### config.mk
export PLATFORM = sky130hd
export DESIGN_NAME = sensor_smooth_range_normalize
export DESIGN_NICKNAME = d
export VERILOG_FILES = /design/src/hdl/ssrn_pkg.sv /design/src/hdl/sensor_smooth_range_normalize.sv
export SDC_FILE = /design/constraint.sdc
export NUM_CORES = 2
export LEC_CHECK = 0
export ABC_CLOCK_PERIOD_IN_PS = 18300
export BUFFER_PORTS_ARGS = -buffer_cell sky130_fd_sc_hd__buf_2
export CORE_MARGIN = 2
export CORE_UTILIZATION = 64
export CTS_BUF_LIST = sky130_fd_sc_hd__clkbuf_16
export DETAILED_ROUTE_END_ITERATION = 16
export PLACE_DENSITY = 0.87
export SYNTH_ARGS = -nofsm -noshare
export SYNTH_HDL_FRONTEND = slang
export SYNTH_SLANG_ARGS = --single-unit
### constraint.sdc
create_clock -name clk -period 18.3 [get_ports clk]
set_input_delay 0.915 -clock clk [delete_from_list [all_inputs] [get_ports clk]]
set_output_delay 0.915 -clock clk [all_outputs]
set_load 0.01 [all_outputs]
### src/hdl/ssrn_pkg.sv
// shared types and constants for the sensor smoothing and range normalization block
`timescale 1ns / 1ps
package ssrn_pkg;

  localparam int          CHANNELS_DEF = 7;
  localparam logic [15:0] WEIGHT_RESET = 16'd9830;
  localparam int          DIV_STEPS    = 16;
  localparam int          CNT_W        = $clog2(DIV_STEPS);

  typedef enum logic [3:0] {
    ST_IDLE,
    ST_MUL,
    ST_ADD,
    ST_CMP,
    ST_DIFF,
    ST_SPAN,
    ST_SETUP,
    ST_DIV,
    ST_FIN
  } ssrn_state_t;

endpackage

### src/hdl/sensor_smooth_range_normalize.sv
// top level: per-channel moving average, running range and normalized position
// path: a taken request passes multiply, add, compare, difference, span, setup, divide and finish
// one request at a time; finish waits while an earlier result is not yet taken
// the restoring divider is shared by all channels and gives one quotient bit a cycle
// reset (rst, synchronous): weight back to 9830, all channels marked empty, no result pending
`timescale 1ns / 1ps
module sensor_smooth_range_normalize #(
  parameter int CHANNELS = ssrn_pkg::CHANNELS_DEF
) (
  input  logic               clk,
  input  logic               rst,
  input  logic               cfg_valid,
  output logic               cfg_ready,
  input  logic        [15:0] cfg_data,
  input  logic               in_valid,
  output logic               in_ready,
  input  logic        [2:0]  channel,
  input  logic signed [15:0] sample,
  input  logic               restart,
  output logic               out_valid,
  input  logic               out_ready,
  output logic        [2:0]  out_channel,
  output logic signed [31:0] smoothed,
  output logic signed [31:0] lowest,
  output logic signed [31:0] highest,
  output logic signed [15:0] normalized,
  output logic               span_zero,
  output logic               initialized_now
);
  import ssrn_pkg::*;

  localparam int IDX_W = (CHANNELS > 1) ? $clog2(CHANNELS) : 1;

  ssrn_state_t state, state_next;

  logic [15:0] weight;

  // per-channel stores
  logic signed [31:0] avg_mem [CHANNELS];
  logic signed [31:0] lo_mem  [CHANNELS];
  logic signed [31:0] hi_mem  [CHANNELS];
  logic [CHANNELS-1:0] chan_ready;

  logic [IDX_W-1:0]   in_idx, idx;
  logic               in_range_in;
  logic [2:0]         ch_q;
  logic signed [15:0] samp_q;
  logic               init_q;
  logic               in_range;
  logic signed [31:0] old_avg, old_lo, old_hi;
  logic signed [49:0] prod;
  logic signed [31:0] avg, lo, hi;
  logic        [32:0] dlo, dhi, mag, span;
  logic               neg, zero;
  logic        [49:0] rem;
  logic        [48:0] dsh;
  logic        [15:0] quo;
  logic [CNT_W-1:0]   cnt;
  logic               fin_load;

  logic signed [31:0] target;
  logic signed [32:0] diff;
  logic signed [49:0] rnd_biased;
  logic signed [31:0] avg_next;
  logic        [15:0] nrm_out;

  assign cfg_ready   = 1'b1;
  assign in_idx      = IDX_W'(channel);
  assign idx         = IDX_W'(ch_q);
  assign in_range_in = int'(channel) < CHANNELS;

  assign target     = {samp_q, 16'd0};
  assign diff       = {target[31], target} - {old_avg[31], old_avg};
  // round to nearest, ties up, then arithmetic shift by 16
  assign rnd_biased = prod + 50'sd32768;
  assign avg_next   = init_q ? target : old_avg + rnd_biased[47:16];

  always_comb begin
    if (zero) begin
      nrm_out = '0;
    end else if (neg) begin
      nrm_out = ~quo + 16'd1;
    end else if (quo[15]) begin
      nrm_out = 16'h7fff;
    end else begin
      nrm_out = quo;
    end
  end

  always_ff @(posedge clk) begin
    if (rst) begin
      state <= ST_IDLE;
    end else begin
      state <= state_next;
    end
  end

  always_comb begin
    state_next = state;
    in_ready   = 1'b0;
    fin_load   = 1'b0;
    unique case (state)
      ST_IDLE: begin
        in_ready = 1'b1;
        if (in_valid) state_next = ST_MUL;
      end
      ST_MUL:   state_next = ST_ADD;
      ST_ADD:   state_next = ST_CMP;
      ST_CMP:   state_next = ST_DIFF;
      ST_DIFF:  state_next = ST_SPAN;
      ST_SPAN:  state_next = ST_SETUP;
      ST_SETUP: state_next = ST_DIV;
      ST_DIV: begin
        if (cnt == '0) state_next = ST_FIN;
      end
      ST_FIN: begin
        if (!out_valid || out_ready) begin
          fin_load   = 1'b1;
          state_next = ST_IDLE;
        end
      end
      default: state_next = ST_IDLE;
    endcase
  end

  always_ff @(posedge clk) begin
    if (rst) begin
      weight <= WEIGHT_RESET;
    end else if (cfg_valid && cfg_ready) begin
      weight <= cfg_data;
    end
  end

  always_ff @(posedge clk) begin
    if (rst) begin
      chan_ready <= '0;
    end else if (state == ST_CMP && in_range) begin
      chan_ready[idx] <= 1'b1;
    end
  end

  always_ff @(posedge clk) begin
    if (rst) begin
      out_valid <= 1'b0;
    end else if (fin_load) begin
      out_valid <= 1'b1;
    end else if (out_ready) begin
      out_valid <= 1'b0;
    end
  end

  // store read on request, write back once min and max are known
  always_ff @(posedge clk) begin
    if (state == ST_IDLE && in_valid && in_range_in) begin
      old_avg <= avg_mem[in_idx];
      old_lo  <= lo_mem[in_idx];
      old_hi  <= hi_mem[in_idx];
    end
    if (state == ST_CMP && in_range) begin
      avg_mem[idx] <= avg;
      lo_mem[idx]  <= (init_q || avg < old_lo) ? avg : old_lo;
      hi_mem[idx]  <= (init_q || avg > old_hi) ? avg : old_hi;
    end
  end

  always_ff @(posedge clk) begin
    unique case (state)
      ST_IDLE: begin
        ch_q     <= channel;
        samp_q   <= sample;
        in_range <= in_range_in;
        init_q   <= restart || !in_range_in || !chan_ready[in_idx];
      end
      ST_MUL: prod <= diff * $signed({1'b0, weight});
      ST_ADD: avg  <= avg_next;
      ST_CMP: begin
        lo <= (init_q || avg < old_lo) ? avg : old_lo;
        hi <= (init_q || avg > old_hi) ? avg : old_hi;
      end
      ST_DIFF: begin
        dlo <= {avg[31], avg} - {lo[31], lo};
        dhi <= {hi[31], hi} - {avg[31], avg};
      end
      ST_SPAN: begin
        // numerator 2*avg - lo - hi is dlo - dhi, span is dlo + dhi
        neg  <= dhi > dlo;
        mag  <= (dlo >= dhi) ? dlo - dhi : dhi - dlo;
        span <= dlo + dhi;
      end
      ST_SETUP: begin
        zero <= span == '0;
        rem  <= {mag, 16'd0} + {17'd0, span};
        dsh  <= {span, 16'd0};
        quo  <= '0;
        cnt  <= CNT_W'(DIV_STEPS - 1);
      end
      ST_DIV: begin
        if (rem >= {1'b0, dsh}) begin
          rem <= rem - {1'b0, dsh};
          quo <= {quo[14:0], 1'b1};
        end else begin
          quo <= {quo[14:0], 1'b0};
        end
        dsh <= dsh >> 1;
        cnt <= cnt - 1'b1;
      end
      ST_FIN: begin
        if (fin_load) begin
          out_channel <= ch_q;
          if (in_range) begin
            smoothed        <= avg;
            lowest          <= lo;
            highest         <= hi;
            normalized      <= nrm_out;
            span_zero       <= zero;
            initialized_now <= init_q;
          end else begin
            smoothed        <= '0;
            lowest          <= '0;
            highest         <= '0;
            normalized      <= '0;
            span_zero       <= 1'b0;
            initialized_now <= 1'b0;
          end
        end
      end
      default: ;
    endcase
  end

endmodule

# Word level (Yosys, flattened, before mapping)
# Memory sizes are Yosys's and may differ from the RTL's. A register that Yosys moved wholly into a read port is not among the register bits.
# Index checks and enable logic that the tools add are counted.
# classes
addsub	12
mux	27
order_cmp	9
n_mul	1
n_eq_ne	12
bitwise	3
reduce_logical	21
# ops
operator	count
case mux 50 bit (2 select lines)	1
subtractor 32 x 32 -> 33 bit	3
case mux 49 bit (2 select lines)	1
two-way mux 32 bit	3
subtractor 33 bit	2
adder 49 x 33 -> 50 bit	1
>= comparator 50 x 49 -> 1 bit	1
two-way mux 50 bit	1
subtractor 50 x 49 -> 50 bit	1
adder 48 x 17 -> 48 bit, second input constant	1
multiplier 33 x 17 -> 48 bit	1
case mux 4 bit (9 select lines)	1
adder 33 bit	1
>= comparator 33 bit	1
> comparator 33 bit	1
zero test 33 bit	1
two-way mux 33 bit	1
adder 32 bit	1
> comparator 32 bit	1
< comparator 32 bit	1
case mux 16 bit (2 select lines)	1
adder 16 x 1 -> 16 bit, second input constant	1
== test 4 x 3 -> 1 bit, second input constant	4
two-way mux 16 bit	1
25 further kinds	53
# totals
elab_cells	118
reg_bits	563
out_inout_bits	120
input_bits	41
ram_bits	672
memories	3
# memory_table
memory	depth	width	read_ports	rd_ports_with_merged_regs	write_ports	line_no	text
avg_mem	7	32	1	1	1	sensor_smooth_range_normalize.sv:39	logic signed [31:0] avg_mem [CHANNELS];
hi_mem	7	32	1	1	1	sensor_smooth_range_normalize.sv:41	logic signed [31:0] hi_mem [CHANNELS];
lo_mem	7	32	1	1	1	sensor_smooth_range_normalize.sv:40	logic signed [31:0] lo_mem [CHANNELS];

# Longest topological paths before layout
# depth
ltp_word	5
ltp_mapped	36
depth_no_buf	34

# Least setup slack after synthesis
# Ideal clock, no wire load.
# synth_path
path_kind	register -> register
start	register state[0]
end	memory avg_mem[0][0] (enable)
t_arrival_ps	12487
synth_period_minus_slack_ps	13157
stages_incl_launch_ff	6
setup_slack_ps	5143
setup_time_ps	670
n_path_buf	1
required_time_ps	17630
path_cell_list	dfxtp_1 > clkbuf_1 > nand2_1 > nor3_1 > nand3b_1 > nor3_1
# synth_between
elab_chain_len	4
# synth_lines
item	line_no	text
from (decl)	sensor_smooth_range_normalize.sv:34	ssrn_state_t state, state_next;
from (signal assigned)	sensor_smooth_range_normalize.sv:94	state <= state_next;
== test 4 x 2 -> 1 bit	sensor_smooth_range_normalize.sv:159	if (state == ST_CMP && in_range) begin
logical AND 1 bit	sensor_smooth_range_normalize.sv:159	
two-way mux 1 bit	sensor_smooth_range_normalize.sv:159	
two-way mux 1 bit (implied by the code)	sensor_smooth_range_normalize.sv:160	avg_mem[idx] <= avg;
to (decl)	sensor_smooth_range_normalize.sv:39	
# No other way between the ends.

# Final worst setup path
# layout_path
start	register old_avg[9], read port of avg_mem
end	register prod[46], data pin
# layout_between
elab_chain_len	2
# layout_lines
item	line_no	text
from (decl)	sensor_smooth_range_normalize.sv:50	logic signed [31:0] old_avg, old_lo, old_hi;
subtractor 32 x 32 -> 33 bit	sensor_smooth_range_normalize.sv:73	assign diff = {target[31], target} - {old_avg[31], old_avg};
multiplier 33 x 17 -> 48 bit	sensor_smooth_range_normalize.sv:174	ST_MUL: prod <= diff * $signed({1'b0, weight});
to (signal assigned)	sensor_smooth_range_normalize.sv:174	
to (decl)	sensor_smooth_range_normalize.sv:51	logic signed [49:0] prod;
# No other way between the ends.
# A chain may end at the register's enable or synchronous reset.

==> impl_metrics.py <==
metrics = {
    "critical_path": {
        "slowest_stage": "a2111oi_0",
        "crit-reg2reg-launch": "old_avg[9]$_DFFE_PP_",
        "crit_path_end_kind": "flip-flop",
        "arrival_ps": 10800,
        "ff2ff_path_depth": 29,
        "r2r_slack_ps": 8040,
        "startpoint_type": "flip-flop",
        "crit_fanout": 16,
        "crit_type": "flip-flop to flip-flop",
        "slowest_delay_ps": 830,
        "crit_top_cell": "fa_1",
        "rr_endpoint": "prod[46]$_DFFE_PP_",
        "worstPathRequired_ps": 18840,
    },
    "clocking": {
        "insertion_delay_ps": 810,
        "cts_setup_buffers": 0,
        "cts_buffers": 136,
        "ctsResizeCount": 0,
        "clock_tree.buffer_depth": 3,
        "ctsHoldBuffers": 0,
        "cts_tree": "built",
        "htreeDepth": 4,
        "cts_sinks": 1315,
        "path_clk_slew_ps": 60,
        "cts-root-buf": "clkbuf_16",
    },
    "global_route": {
        "met1_usage_pct": 43.9,
        "busiest_layer": "met2",
        "grt_overflow_total": 0,
        "use_met3_pct": 7.18,
        "grt_usage_pct": 32.8,
        "antenna_found_initial": 10,
        "grt_start_max_net_pins": 178,
        "use_met2_pct": 51.3,
        "grt_pass1_vias": 57689,
        "grt_pass1_wl_um": 330000,
    },
    "worst_hold_path": {
        "worstHoldStart": "sample[13]",
        "hold_path_depth": 1,
        "hold_class": "input pin to flip-flop",
        "hold-path-endpoint": "samp_q[13]$_DFFE_PP_",
    },
    "timing": {
        "worst_slew_pin_slew_ps": 1270,
        "setup_viol": 0,
        "fmax_mhz": 97.4,
        "hold_viol": 0,
        "fin_tns_setup_ps": 0,
        "relSlewSlack_pct": 15.2,
        "drv_slew": 0,
        "finalCriticalPeriod_ps": 10260,
        "fin_crit_sh_pct": 56.1,
        "rsz0062_at_grt": "false",
        "finClkSkew_ps": 62.1,
    },
    "drt": {
        "vias": 56730,
        "drt_iter0_drc": 6843,
        "dr.pass1.iters": 12,
        "ant_nets": 0,
        "wl_um": 216000,
        "drc": 2,
        "avgViaCountPerCell": 6.27,
        "wl_per_cell_um": 23.9,
    },
    "status": {
        "outcome": "finished, violations left",
        "violations": "design-rule violations",
    },
    "floorplan": {
        "die_w_um": 364,
        "num_io_pins": 161,
        "dieArea_sq_um": 132000,
        "floorplan.initialDensity_pct": 64.3,
        "fp.dieH_um": 364,
        "core_sq_um": 129000,
        "fp-row-count": 132,
    },
    "logic_synthesis": {
        "ys_seq_area_share_pct": 47.3,
        "synthesis.nets": 8048,
        "synth_common_cells": "edfxtp_1 (1287), inv_1 (978), nand2_1 (644)",
        "syn_area_per_cell_sq_um": 11.7,
        "synth_top_cell_area_share_pct": 46.6,
        "synth-seq-cells": 1315,
        "synth.most_common_cell": "edfxtp_1",
        "synth-main-ff-cell": "edfxtp_1",
        "synth_cells": 7059,
        "synth-async-reset-ratio_pct": 0,
        "ys_top_cells_by_area": "edfxtp_1 (47%), fa_1 (12%), ha_1 (6.9%), inv_1 (4.4%), nand2_1 (2.9%)",
        "synth_top_area_cell": "edfxtp_1",
        "netlist-cell-type-count": 81,
        "synth_enable_flop_cells": 1287,
        "yosysWarnings": 0,
        "syn-cell-area_sq_um": 82900,
    },
    "cells_and_area": {
        "fillers": 8353,
        "layout-drive-gt1-share_pct": 9.89,
        "multi_input_area_sq_um": 39300,
        "fin_nets": 8179,
        "area_delta_synth_final_pct": 8.90,
        "ff_latch_area_sq_um": 39200,
    },
    "placement": {
        "portBuffers": 159,
        "place_congestion": 0.945,
        "hpwl_um": 145000,
    },
    "run": {
        "cap_violations": 0,
    },
}
==> final cells by class <==
cell class / count / area share, %
Antenna cell: 2 / 0.00554
Inverter: 981 / 4.08
Clock inverter: 108 / 1.07
Timing Repair Buffer: 254 / 1.72
Multi-Input combinational cell: 4502 / 43.5
Clock buffer: 137 / 3.80
Sequential cell: 1315 / 43.4
Tap cell: 1742 / 2.41
==> flip-flops by register name (all words and copies together) (netlist names), 33 cells and up <==
name,flops
avg_mem,224
dlo,33
prod,33
mag,33
dhi,33
lo_mem,224
rem,50
hi_mem,224
dsh,49
==> metrics by stage <==
stage                     hold WS (ps)  setup WS, ps  area [sq um]  util [%]  std cells
after global routing               266          7460         90300      70.0       9040
after CTS                          243          8190         90300      70.0       9039
after global placement             446          8590         85900      66.6       8794
final                              286          8040         90300      70.0       9041
after floorplan                    435          5140         82900         -       7059
after detailed placement           476          8320         85900      66.6       8794
==> worst max-delay path by stage <==
| stage | start | endpoint | slack (ps) |
|---|---|---|---|
| floorplan | state[0]$_SDFFE_PP0P_ | avg_mem[0][0]$_DFFE_PP_ | 5140 |
| detailed placement | old_avg[9]$_DFFE_PP_ | prod[47]$_DFFE_PP_ | 8320 |
| global placement | old_avg[0]$_DFFE_PP_ | prod[47]$_DFFE_PP_ | 8590 |
| global route | old_avg[9]$_DFFE_PP_ | prod[46]$_DFFE_PP_ | 7460 |
| CTS | old_avg[9]$_DFFE_PP_ | prod[46]$_DFFE_PP_ | 8190 |
| finish | old_avg[9]$_DFFE_PP_ | prod[46]$_DFFE_PP_ | 8040 |
==> cell families (layout without fill, tap and decap cells) <==
group | Yosys count | after routing | share of synthesized area, %
AO/OA/AOI/OAI | 1143 | 1143 | 8.75
XOR/XNOR | 311 | 311 | 3.29
adder cells (fa/ha/maj) | 948 | 948 | 18.8
buffers and inverters | 1242 | 1480 | 5.65
flip-flops | 1315 | 1315 | 47.3
multiplexers | 390 | 390 | 6.33
other | 1 | 3 | 0.00452
AND/OR/NAND/NOR | 1709 | 1709 | 9.92
==> worst max-delay path, delay by kind of cell, from the launching register on <==
family | cells | cell delay (ps)
compound gates | 11 | 3630
fa+ha+maj | 7 | 3450
simple gates | 5 | 1870
flops | 1 | 470
buf+inv | 5 | 410
xor+xnor | 1 | 190
==> cells in the final DEF (no fill, tap or decap), drive strengths merged, types with 52 or more instances in the layout <==
cell / synthesis / final
buf: 52 / 254
clkinv: 3 / 67
nor2: 301 / 301
o21a: 54 / 54
mux4: 97 / 97
nand3: 85 / 85
fa: 493 / 493
mux2i: 190 / 190
mux2: 103 / 103
inv: 978 / 1010
xnor2: 203 / 203
xor2: 108 / 108
and2: 307 / 307
a21oi: 295 / 295
edfxtp: 1287 / 1287
nand2: 644 / 644
nand4: 52 / 52
nor3: 89 / 89
o21bai: 64 / 64
o21ai: 315 / 315
ha: 455 / 455
a21o: 141 / 141
clkbuf: 209 / 137
==> per-layer routing <==
metal  vias to the layer above  share of wire (%)
li1                      24705                  -
met5                         -              0.022
met1                     27971                 38
met3                       676                 11
met2                      3370                 46
met4                         8                5.3
Power is not shown: default switching activity piles up to over one toggle a cycle in this logic, so the estimate is an artifact.
